`config.mk`:
```
export PLATFORM = sky130hd
export DESIGN_NAME = battery_voltage_gauge
export DESIGN_NICKNAME = d
export VERILOG_FILES = /design/src/rtl/core/bvg_pkg.sv /design/src/rtl/core/battery_voltage_gauge.sv /design/src/rtl/core/bvg_fifo.sv /design/src/rtl/core/bvg_front.sv /design/src/rtl/core/bvg_back.sv
export SDC_FILE = /design/constraint.sdc
export NUM_CORES = 1
export LEC_CHECK = 0
export ABC_AREA = 1
export BUFFER_PORTS_ARGS = -buffer_cell sky130_fd_sc_hd__buf_2
export CAP_MARGIN = 30
export CORE_UTILIZATION = 40
export DETAILED_ROUTE_END_ITERATION = 12
export MAX_ROUTING_LAYER = met4
export PLACE_DENSITY = 0.53
export SYNTH_ARGS = -nofsm -noshare
export SYNTH_HDL_FRONTEND = slang
export SYNTH_SLANG_ARGS = --single-unit
```
`constraint.sdc`:
```
create_clock -name clock -period 4.9 [get_ports clock]
set_input_delay 0.245 -clock clock [delete_from_list [all_inputs] [get_ports clock]]
set_output_delay 0.245 -clock clock [all_outputs]
set_load 0.03 [all_outputs]
```
`src/rtl/core/bvg_pkg.sv`:
```
// Shared widths, breakpoints, queue depths and result type for the battery voltage gauge.
package bvg_pkg;

   // Field widths
   localparam int MV_W  = 13;
   localparam int PCT_W = 7;

   // Defaults
   localparam int                WINDOW_DEPTH_DEF  = 16;
   localparam int                MID_DEPTH         = 4;
   localparam int                OUT_DEPTH         = 4;
   localparam logic [MV_W-1:0]   LOW_BATTERY_RESET = 13'd3400;

   // Discharge curve breakpoints in millivolts
   localparam logic [MV_W-1:0]   BP_FULL  = 13'd4150;
   localparam logic [MV_W-1:0]   BP_HIGH  = 13'd3750;
   localparam logic [MV_W-1:0]   BP_MID   = 13'd3650;
   localparam logic [MV_W-1:0]   BP_LOW   = 13'd3500;
   localparam logic [MV_W-1:0]   BP_EMPTY = 13'd3200;

   // Percent offsets at the full, high, mid and low breakpoints
   localparam logic [PCT_W-1:0]  PCT_FULL = 7'd100;
   localparam logic [PCT_W-1:0]  PCT_HIGH = 7'd80;
   localparam logic [PCT_W-1:0]  PCT_MID  = 7'd20;
   localparam logic [PCT_W-1:0]  PCT_LOW  = 7'd10;

   typedef struct packed {
      logic [MV_W-1:0]  average_mv;
      logic [PCT_W-1:0] charge_percent;
      logic             low_battery;
   } result_type;

endpackage

```
`src/rtl/core/battery_voltage_gauge.sv`:
```
// Battery voltage gauge top level: window average, charge percent, low battery flag.
//
// Input queue port: drive req_sample_mv and raise req_push; the item is taken at an edge
// where req_full is low. One sample per cycle is sustained while req_full stays low; the
// registered running sum update in the front end sets that rate.
// Result queue port: while rsp_empty is low the oldest result sits on rsp_average_mv,
// rsp_charge_percent and rsp_low_battery; raise rsp_pop to take it.
// Result path: the edge that takes a sample reads the window; then the sum enters the sum
// queue, the reciprocal multiply is registered and the percent segment result enters the
// result queue, from which it reaches the result ports.
// Configuration: csr_low_battery_mv is written when csr_valid is high (csr_ready is
// always high). Write it only while no sample is in flight.
// Reset (synchronous, active high) clears the window position, wrap and priming state, the
// running sum, the held percent and both queues, and sets the threshold to 3400 mV. The
// first sample after reset primes the whole window, so its average equals that sample.
// When the receiver stalls, results collect in a four-entry queue; the front end keeps
// taking samples until the sum queue between the two halves fills, then raises req_full.
module battery_voltage_gauge #(
   parameter int WINDOW_DEPTH = bvg_pkg::WINDOW_DEPTH_DEF
) (
   input  logic                       clock,
   input  logic                       reset,
   input  logic                       req_push,
   input  logic [bvg_pkg::MV_W-1:0]   req_sample_mv,
   output logic                       req_full,
   output logic                       rsp_empty,
   input  logic                       rsp_pop,
   output logic [bvg_pkg::MV_W-1:0]   rsp_average_mv,
   output logic [bvg_pkg::PCT_W-1:0]  rsp_charge_percent,
   output logic                       rsp_low_battery,
   input  logic                       csr_valid,
   output logic                       csr_ready,
   input  logic [bvg_pkg::MV_W-1:0]   csr_low_battery_mv
);

   localparam int SUM_W     = bvg_pkg::MV_W + $clog2(WINDOW_DEPTH);
   localparam int RES_W     = $bits(bvg_pkg::result_type);
   localparam int MID_CNT_W = $clog2(bvg_pkg::MID_DEPTH) + 1;
   localparam int OUT_CNT_W = $clog2(bvg_pkg::OUT_DEPTH) + 1;

   logic [bvg_pkg::MV_W-1:0] low_mv_ff;

   logic                  mid_push, mid_pop, mid_empty;
   logic [SUM_W-1:0]      mid_wr_data, mid_rd_data;
   logic [MID_CNT_W-1:0]  mid_count;

   logic                  out_push;
   bvg_pkg::result_type   out_wr_data, out_rd_data;
   logic [OUT_CNT_W-1:0]  out_count;

   // Threshold register
   assign csr_ready = 1'b1;

   always_ff @(posedge clock) begin
      if (reset) begin
         low_mv_ff <= bvg_pkg::LOW_BATTERY_RESET;
      end else if (csr_valid && csr_ready) begin
         low_mv_ff <= csr_low_battery_mv;
      end
   end

   bvg_front #(
      .WINDOW_DEPTH (WINDOW_DEPTH),
      .Q_DEPTH      (bvg_pkg::MID_DEPTH)
   ) u_front (
      .clock         (clock),
      .reset         (reset),
      .req_push      (req_push),
      .req_sample_mv (req_sample_mv),
      .req_full      (req_full),
      .mid_count     (mid_count),
      .mid_push      (mid_push),
      .mid_data      (mid_wr_data)
   );

   bvg_fifo #(
      .WIDTH (SUM_W),
      .DEPTH (bvg_pkg::MID_DEPTH)
   ) u_mid_queue (
      .clock     (clock),
      .reset     (reset),
      .push      (mid_push),
      .push_data (mid_wr_data),
      .pop       (mid_pop),
      .pop_data  (mid_rd_data),
      .empty     (mid_empty),
      .count     (mid_count)
   );

   bvg_back #(
      .WINDOW_DEPTH (WINDOW_DEPTH),
      .OUT_DEPTH    (bvg_pkg::OUT_DEPTH)
   ) u_back (
      .clock          (clock),
      .reset          (reset),
      .mid_empty      (mid_empty),
      .mid_data       (mid_rd_data),
      .mid_pop        (mid_pop),
      .out_count      (out_count),
      .out_push       (out_push),
      .out_data       (out_wr_data),
      .low_battery_mv (low_mv_ff)
   );

   bvg_fifo #(
      .WIDTH (RES_W),
      .DEPTH (bvg_pkg::OUT_DEPTH)
   ) u_out_queue (
      .clock     (clock),
      .reset     (reset),
      .push      (out_push),
      .push_data (out_wr_data),
      .pop       (rsp_pop),
      .pop_data  (out_rd_data),
      .empty     (rsp_empty),
      .count     (out_count)
   );

   assign rsp_average_mv     = out_rd_data.average_mv;
   assign rsp_charge_percent = out_rd_data.charge_percent;
   assign rsp_low_battery    = out_rd_data.low_battery;

endmodule

```
`src/rtl/core/bvg_fifo.sv`:
```
// Small register queue with occupancy count.
module bvg_fifo #(
   parameter int WIDTH = 8,
   parameter int DEPTH = 4
) (
   input  logic                       clock,
   input  logic                       reset,
   input  logic                       push,
   input  logic [WIDTH-1:0]           push_data,
   input  logic                       pop,
   output logic [WIDTH-1:0]           pop_data,
   output logic                       empty,
   output logic [$clog2(DEPTH):0]     count
);

   localparam int PTR_W = $clog2(DEPTH);
   localparam int CNT_W = PTR_W + 1;

   logic [WIDTH-1:0] mem_ff [DEPTH];
   logic [PTR_W-1:0] wr_ptr_ff, wr_ptr_in;
   logic [PTR_W-1:0] rd_ptr_ff, rd_ptr_in;
   logic [CNT_W-1:0] count_ff, count_in;
   logic             do_pop;

   // Pop only what is there; the writer checks space before pushing
   assign do_pop = pop && (count_ff != '0);

   always_comb begin
      wr_ptr_in = push ? wr_ptr_ff + PTR_W'(1) : wr_ptr_ff;
      rd_ptr_in = do_pop ? rd_ptr_ff + PTR_W'(1) : rd_ptr_ff;
      count_in  = count_ff + CNT_W'(push) - CNT_W'(do_pop);
   end

   // Advance pointers and occupancy
   always_ff @(posedge clock) begin
      if (reset) begin
         wr_ptr_ff <= '0;
         rd_ptr_ff <= '0;
         count_ff  <= '0;
      end else begin
         wr_ptr_ff <= wr_ptr_in;
         rd_ptr_ff <= rd_ptr_in;
         count_ff  <= count_in;
      end
   end

   // Store the item
   always_ff @(posedge clock) begin
      if (push) begin
         mem_ff[wr_ptr_ff] <= push_data;
      end
   end

   assign pop_data = mem_ff[rd_ptr_ff];
   assign empty    = (count_ff == '0);
   assign count    = count_ff;

endmodule

```
`src/rtl/core/bvg_front.sv`:
```
// Front end: accepts samples, keeps the sample window and its running sum.
module bvg_front #(
   parameter int WINDOW_DEPTH = bvg_pkg::WINDOW_DEPTH_DEF,
   parameter int Q_DEPTH      = bvg_pkg::MID_DEPTH
) (
   input  logic                                             clock,
   input  logic                                             reset,
   input  logic                                             req_push,
   input  logic [bvg_pkg::MV_W-1:0]                         req_sample_mv,
   output logic                                             req_full,
   input  logic [$clog2(Q_DEPTH):0]                         mid_count,
   output logic                                             mid_push,
   output logic [bvg_pkg::MV_W+$clog2(WINDOW_DEPTH)-1:0]    mid_data
);

   localparam int MV_W   = bvg_pkg::MV_W;
   localparam int SLOT_W = $clog2(WINDOW_DEPTH);
   localparam int SUM_W  = MV_W + SLOT_W;
   localparam int CNT_W  = $clog2(Q_DEPTH) + 1;

   logic [MV_W-1:0]   window_mem [WINDOW_DEPTH];

   logic [SLOT_W-1:0] slot_ff, slot_in;
   logic              wrapped_ff, wrapped_in;
   logic              primed_ff;
   logic [MV_W-1:0]   first_sample_ff;

   logic              s1_valid_ff;
   logic [MV_W-1:0]   s1_sample_ff;
   logic              s1_first_ff;
   logic              s1_wrapped_ff;
   logic [MV_W-1:0]   rd_data_ff;

   logic [SUM_W-1:0]  sum_ff, sum_in;
   logic [MV_W-1:0]   leaving;
   logic [CNT_W:0]    pending;
   logic              accept;

   // Hold off while the queue plus the item in flight could fill it
   assign pending  = {1'b0, mid_count} + (CNT_W+1)'(s1_valid_ff);
   assign req_full = (pending >= (CNT_W+1)'(Q_DEPTH));
   assign accept   = req_push && !req_full;

   // Next write slot and wrap flag
   always_comb begin
      slot_in    = slot_ff;
      wrapped_in = wrapped_ff;
      if (accept) begin
         if (slot_ff == SLOT_W'(WINDOW_DEPTH - 1)) begin
            slot_in    = '0;
            wrapped_in = 1'b1;
         end else begin
            slot_in = slot_ff + SLOT_W'(1);
         end
      end
   end

   always_ff @(posedge clock) begin
      if (reset) begin
         slot_ff     <= '0;
         wrapped_ff  <= 1'b0;
         primed_ff   <= 1'b0;
         s1_valid_ff <= 1'b0;
      end else begin
         slot_ff     <= slot_in;
         wrapped_ff  <= wrapped_in;
         s1_valid_ff <= accept;
         if (accept) begin
            primed_ff <= 1'b1;
         end
      end
   end

   // Capture the priming sample
   always_ff @(posedge clock) begin
      if (reset) begin
         first_sample_ff <= '0;
      end else if (accept && !primed_ff) begin
         first_sample_ff <= req_sample_mv;
      end
   end

   // Read the outgoing entry and overwrite it in the same cycle
   always_ff @(posedge clock) begin
      if (accept) begin
         rd_data_ff         <= window_mem[slot_ff];
         window_mem[slot_ff] <= req_sample_mv;
      end
   end

   // Stage the item for the sum update
   always_ff @(posedge clock) begin
      if (accept) begin
         s1_sample_ff  <= req_sample_mv;
         s1_first_ff   <= !primed_ff;
         s1_wrapped_ff <= wrapped_ff;
      end
   end

   // Drop the leaving sample, add the new one; the first sample fills the window
   always_comb begin
      leaving = s1_wrapped_ff ? rd_data_ff : first_sample_ff;
      sum_in  = sum_ff;
      if (s1_valid_ff) begin
         if (s1_first_ff) begin
            sum_in = SUM_W'(SUM_W'(s1_sample_ff) * SUM_W'(WINDOW_DEPTH));
         end else begin
            sum_in = sum_ff - SUM_W'(leaving) + SUM_W'(s1_sample_ff);
         end
      end
   end

   always_ff @(posedge clock) begin
      if (reset) begin
         sum_ff <= '0;
      end else begin
         sum_ff <= sum_in;
      end
   end

   assign mid_push = s1_valid_ff;
   assign mid_data = sum_in;

endmodule

```
`src/rtl/core/bvg_back.sv`:
```
// Back end: turns window sums into average, charge percent and low battery flag.
module bvg_back #(
   parameter int WINDOW_DEPTH = bvg_pkg::WINDOW_DEPTH_DEF,
   parameter int OUT_DEPTH    = bvg_pkg::OUT_DEPTH
) (
   input  logic                                             clock,
   input  logic                                             reset,
   input  logic                                             mid_empty,
   input  logic [bvg_pkg::MV_W+$clog2(WINDOW_DEPTH)-1:0]    mid_data,
   output logic                                             mid_pop,
   input  logic [$clog2(OUT_DEPTH):0]                       out_count,
   output logic                                             out_push,
   output bvg_pkg::result_type                              out_data,
   input  logic [bvg_pkg::MV_W-1:0]                         low_battery_mv
);

   localparam int MV_W   = bvg_pkg::MV_W;
   localparam int PCT_W  = bvg_pkg::PCT_W;
   localparam int LOG_D  = $clog2(WINDOW_DEPTH);
   localparam int SUM_W  = MV_W + LOG_D;
   localparam int SHIFT  = SUM_W + LOG_D;
   localparam int PROD_W = 2 * SUM_W + 1;
   localparam int CNT_W  = $clog2(OUT_DEPTH) + 1;
   // Rounded-up reciprocal; exact quotient for every sum below 2**SUM_W
   localparam longint unsigned RECIP_L =
      ((64'd1 << SHIFT) + longint'(WINDOW_DEPTH) - 64'd1) / longint'(WINDOW_DEPTH);
   localparam logic [SUM_W:0] RECIP = (SUM_W+1)'(RECIP_L);

   logic                b1_valid_ff;
   logic [PROD_W-1:0]   prod_ff;
   logic [PCT_W-1:0]    held_ff, pct_in;
   logic [MV_W-1:0]     avg;
   logic [CNT_W:0]      pending;

   // Piecewise-linear charge estimate; each sloped segment divides by a constant reciprocal
   function automatic logic [PCT_W-1:0] percent_of(input logic [MV_W-1:0]  a,
                                                   input logic [PCT_W-1:0] prev);
      logic [8:0]       x_hi;
      logic [6:0]       x_mid;
      logic [7:0]       x_lo;
      logic [8:0]       x_bot;
      logic [18:0]      p_hi;
      logic [16:0]      p_mid;
      logic [16:0]      p_lo;
      logic [18:0]      p_bot;
      logic [PCT_W-1:0] pct;
      x_hi  = 9'(a - bvg_pkg::BP_HIGH);
      x_mid = 7'(a - bvg_pkg::BP_MID);
      x_lo  = 8'(a - bvg_pkg::BP_LOW);
      x_bot = 9'(a - bvg_pkg::BP_EMPTY);
      // divide by 20, by 5/3, by 15 and by 30
      p_hi  = 19'(x_hi) * 19'(820);
      p_mid = 17'(x_mid) * 17'(615);
      p_lo  = 17'(x_lo) * 17'(274);
      p_bot = 19'(x_bot) * 19'(547);
      priority if (a >= bvg_pkg::BP_FULL) begin
         pct = bvg_pkg::PCT_FULL;
      end else if (a > bvg_pkg::BP_HIGH) begin
         pct = bvg_pkg::PCT_HIGH + PCT_W'(p_hi >> 14);
      end else if (a > bvg_pkg::BP_MID) begin
         pct = bvg_pkg::PCT_MID + PCT_W'(p_mid >> 10);
      end else if (a > bvg_pkg::BP_LOW) begin
         pct = bvg_pkg::PCT_LOW + PCT_W'(p_lo >> 12);
      end else if (a > bvg_pkg::BP_EMPTY) begin
         pct = PCT_W'(p_bot >> 14);
      end else begin
         pct = prev;
      end
      return pct;
   endfunction

   // Take a sum only when the result queue has room for everything in flight
   assign pending = {1'b0, out_count} + (CNT_W+1)'(b1_valid_ff);
   assign mid_pop = !mid_empty && (pending < (CNT_W+1)'(OUT_DEPTH));

   always_ff @(posedge clock) begin
      if (reset) begin
         b1_valid_ff <= 1'b0;
      end else begin
         b1_valid_ff <= mid_pop;
      end
   end

   // Multiply by the reciprocal of the window depth
   always_ff @(posedge clock) begin
      if (mid_pop) begin
         prod_ff <= PROD_W'(mid_data) * PROD_W'(RECIP);
      end
   end

   assign avg    = MV_W'(prod_ff >> SHIFT);
   assign pct_in = percent_of(avg, held_ff);

   // Hold the last percent for the low-voltage segment
   always_ff @(posedge clock) begin
      if (reset) begin
         held_ff <= '0;
      end else if (b1_valid_ff) begin
         held_ff <= pct_in;
      end
   end

   assign out_push                = b1_valid_ff;
   assign out_data.average_mv     = avg;
   assign out_data.charge_percent = pct_in;
   assign out_data.low_battery    = (avg < low_battery_mv);

endmodule

```
==> reports/results.md <==
| Result | This run |
|---|---|
| Via count of the routed design | 17000 |
| Leading cell type in the layout, fill and taps excluded | sky130_fd_sc_hd__edfxtp_1 |
| Post-Synthesis Net Count | 2653 |
| Crit-path slowest cell | sky130_fd_sc_hd__fa_1 |
| TritonCTS clock tree | done |
| Highest Clock Rate | 203 MHz |
| Number of max-slew violations in the final report | 0 |
| Maximum number of pins on one net before global-route repair | 87 |
| Number of sinks driven by the clock tree | 459 |
| Total global-route track usage | 0.205 |
| Detailed placement HPWL | 41600 um |
| Crit path largest cell delay | 550 ps |
| Area of the die | 61300 um^2 |
| Top FF cell, synth | sky130_fd_sc_hd__edfxtp_1 |
| Syn avg cell area | 10.2 um^2 |
| Post-synthesis async set-or-reset flop share | 0 |
| Critical path start-end classification | reg2reg |
| Launch point of the critical path | u_back.prod_ff[22]$_DFFE_PP_ |
| Vias in the first global route | 17000 |
| Clock-pin slew reported for the worst setup and hold paths after clock tree synthesis | 60 ps |
| Netlist area before placement | 24100 um^2 |
| Violations in the final reports | setup timing |
| Synthesis-to-layout area growth | 15.7% |
| Overflow left after global routing | 0 |
| Signal arrival time at the worst endpoint | 5240 ps |
| Number of placed cells counting well taps | 3190 |
| Ratio of routed vias to standard cells | 5.14 |
| Synthesized flop and latch total | 459 |
| Buffers added on ports | 53 |
| Final nets | 2790 |
| Die Span Y | 248 um |
| Initial Utilization | 0.407 |
| Post-route worst setup slack | -16.0 ps |
| Post-Syn Instances | 2364 |
| Max Buffers Root-to-Sink | 3 |
| Part of the Yosys area used for sequential elements | 0.541 |
| Fraction of layout cells with a size suffix above 1 | 0.125 |
| Antenna violations before repair | 0 |
| Worst-margin pin slew | 960 ps |
| Max_cap viols | 0 |
| CP dominant cell by count | sky130_fd_sc_hd__inv_2 |
| Pre-CTS worst setup slack | -64.1 ps |
| Post-route antenna net violation count | 0 |
| Total Routed Length | 60300 um |
| Unique cell type count in the Yosys netlist | 53 |
| Maximum fanout along the worst path | 5 |
| Setup Skew | 48.3 ps |
| H-tree depth | 2 |
| Startpoint of the most critical hold path | req_sample_mv[12] |
| Capturing element type of the critical path | flip-flop |
| Hold Crit Class | in2reg |
| Required arrival time at the worst endpoint | 5220 ps |
| YS warnings | 0 |
| Period Utilization, post-route | 1.00 |
| Cts bufs inserted | 50 |
| Global-route wire length before repair | 94300 um |
| Slew HR | 0.359 |
| GP Congestion | 0.875 |
| Core outline area | 59200 um^2 |
| Outcome | complete, but fails checks |
| Clock latency at the later pin of the worst-skew pair | 610 ps |
| Startpoint types | flip-flop |
| Final Setup Violations | 4 |
| Number of I/O pins | 55 |
| Die outline width | 248 um |
| Iteration count of the initial detailed-routing pass | 7 |
| Final critical path time including I/O delays and setup | 4920 ps |
| Clock root buffer | sky130_fd_sc_hd__clkbuf_16 |
| Count of flip-flops with a built-in enable after synthesis | 385 |
| Wirelength per Cell | 18.2 um |
| Diodes inserted | 0 |
| Unrepaired setup endpoints after global routing | yes |
| Post-route insts no fill | 3315 |
| Detailed Route Iter0 Violations | 917 |
| Number of hold-slack violations in the final timing report | 0 |
| Most frequent cells in the layout | sky130_fd_sc_hd__edfxtp_1 (385), sky130_fd_sc_hd__nand2_1 (292), sky130_fd_sc_hd__inv_1 (280) |
| Worst hold slack | 68.5 ps |
| Post-route DRC violation count | 0 |
| Crit Reg-Reg Startpoint | u_back.prod_ff[22]$_DFFE_PP_ |
| Num rows | 89 |
cell usage after synthesis (2+ instances only):
| library cell | number | share of area |
|---|---|---|
| sky130_fd_sc_hd__a21o_1 | 7 | 0.0022 |
| sky130_fd_sc_hd__a21oi_1 | 124 | 0.026 |
| sky130_fd_sc_hd__a21oi_2 | 4 | 0.0015 |
| sky130_fd_sc_hd__a31oi_1 | 3 | 0.00078 |
| sky130_fd_sc_hd__and2_1 | 3 | 0.00078 |
| sky130_fd_sc_hd__buf_1 | 3 | 0.00047 |
| sky130_fd_sc_hd__buf_2 | 6 | 0.0012 |
| sky130_fd_sc_hd__buf_4 | 2 | 0.00062 |
| sky130_fd_sc_hd__clkbuf_1 | 70 | 0.011 |
| sky130_fd_sc_hd__clkinv_1 | 3 | 0.00047 |
| sky130_fd_sc_hd__dfxtp_1 | 74 | 0.061 |
| sky130_fd_sc_hd__edfxtp_1 | 385 | 0.48 |
| sky130_fd_sc_hd__fa_1 | 44 | 0.037 |
| sky130_fd_sc_hd__ha_1 | 214 | 0.11 |
| sky130_fd_sc_hd__inv_1 | 292 | 0.045 |
| sky130_fd_sc_hd__inv_2 | 5 | 0.00078 |
| sky130_fd_sc_hd__nand2_1 | 305 | 0.047 |
| sky130_fd_sc_hd__nand2_2 | 15 | 0.0039 |
| sky130_fd_sc_hd__nand3_1 | 72 | 0.015 |
| sky130_fd_sc_hd__nand3b_1 | 4 | 0.0012 |
| sky130_fd_sc_hd__nand4_1 | 29 | 0.0075 |
| sky130_fd_sc_hd__nor2_1 | 260 | 0.040 |
| sky130_fd_sc_hd__nor3_1 | 15 | 0.0031 |
| sky130_fd_sc_hd__nor4_1 | 2 | 0.00052 |
| sky130_fd_sc_hd__o211ai_1 | 4 | 0.0012 |
| sky130_fd_sc_hd__o21a_1 | 4 | 0.0012 |
| sky130_fd_sc_hd__o21ai_0 | 260 | 0.054 |
| sky130_fd_sc_hd__o21ai_1 | 9 | 0.0019 |
| sky130_fd_sc_hd__o21ai_2 | 2 | 0.00073 |
| sky130_fd_sc_hd__o21bai_1 | 6 | 0.0019 |
| sky130_fd_sc_hd__o22ai_1 | 87 | 0.023 |
| sky130_fd_sc_hd__or2_1 | 2 | 0.00052 |
| sky130_fd_sc_hd__or2_2 | 2 | 0.00052 |
| sky130_fd_sc_hd__xnor2_1 | 12 | 0.0044 |
| sky130_fd_sc_hd__xor2_1 | 17 | 0.0062 |
stage by stage:
| step | TNS, ps | cell area (um^2) | util |
|---|---|---|---|
| finish | -63.4 | 27900 | 0.471 |
| floorplan | 0 | 24200 | - |
| global route | -6700 | 27900 | 0.471 |
| CTS | 0 | 27700 | 0.467 |
| global placement | 0 | 25700 | 0.434 |
| detailed placement | -541 | 25800 | 0.436 |
critical path: cells and delay by family (launching register included):
kind                       cells  cell delay [ps]
AOI/OAI and AO/OA              1              210
buffers and inverters          9              550
and+or+nand+nor               10              750
DFF                            1              510
adders and majority gates      7             2190
xor gates and xnor gates       2              410
final timing paths:
| check | to | slack (ps) | cells after the start |
|---|---|---|---|
| max | u_out_queue.mem_ff[3][5]$_DFFE_PP_ | -20 | 29 |
| min | u_front.window_mem[13][12]$_DFFE_PP_ | 70 | 1 |
| max reg2reg | u_out_queue.mem_ff[3][5]$_DFFE_PP_ | -20 | 29 |
| min reg2reg | flip-flop | 440 | 2 |
metal layers:
layer  GRT usage  share of wire
met5           -              0
met4      0.0653          0.030
met3      0.0240          0.033
met2       0.360           0.50
met1       0.244           0.43
area by class of cell:
| cell class | count | area (um^2) |
|---|---|---|
| Fill cell | 5524 | 31300 |
| Sequential cell | 459 | 13000 |
| Multi-Input combinational cell | 1522 | 9910 |
| Clock buffer | 72 | 1380 |
| Timing Repair Buffer | 167 | 1280 |
| Inverter | 301 | 1140 |
| Tap cell | 773 | 967 |
| Clock inverter | 21 | 188 |
cell families after synthesis:
group | after synthesis | share of synthesized area
flops | 459 | 0.541
buf+inv | 383 | 0.0606
xor+xnor | 30 | 0.0112
simple gates | 717 | 0.124
fa+ha+maj | 258 | 0.148
compound gates | 516 | 0.116
other cells | 1 | 0.000155
registers in the layout, summed over array words and instances (netlist names), 4 cells and up, named ones only:
register	count
u_front.window_mem	208
u_out_queue.mem_ff	84
u_mid_queue.mem_ff	52
low_mv_ff	13
u_back.prod_ff	13
u_front.first_sample_ff	13
u_front.rd_data_ff	13
u_front.s1_sample_ff	13
u_front.sum_ff	13
u_back.held_ff	7
u_front.slot_ff	4
repair_timing:
| action | CTS | global route |
|---|---|---|
| endpoints found under the hold margin | 13 | 0 |
| setup endpoints to repair | 18 | 35 |
| resized for setup | 4 | 53 |
| pin swaps | 0 | 28 |
| buffers inserted | 4 | 5 |
| hold buffers | 23 | 0 |
Power is not shown: default switching activity piles up to over one toggle a cycle in this logic, so the estimate is an artifact.
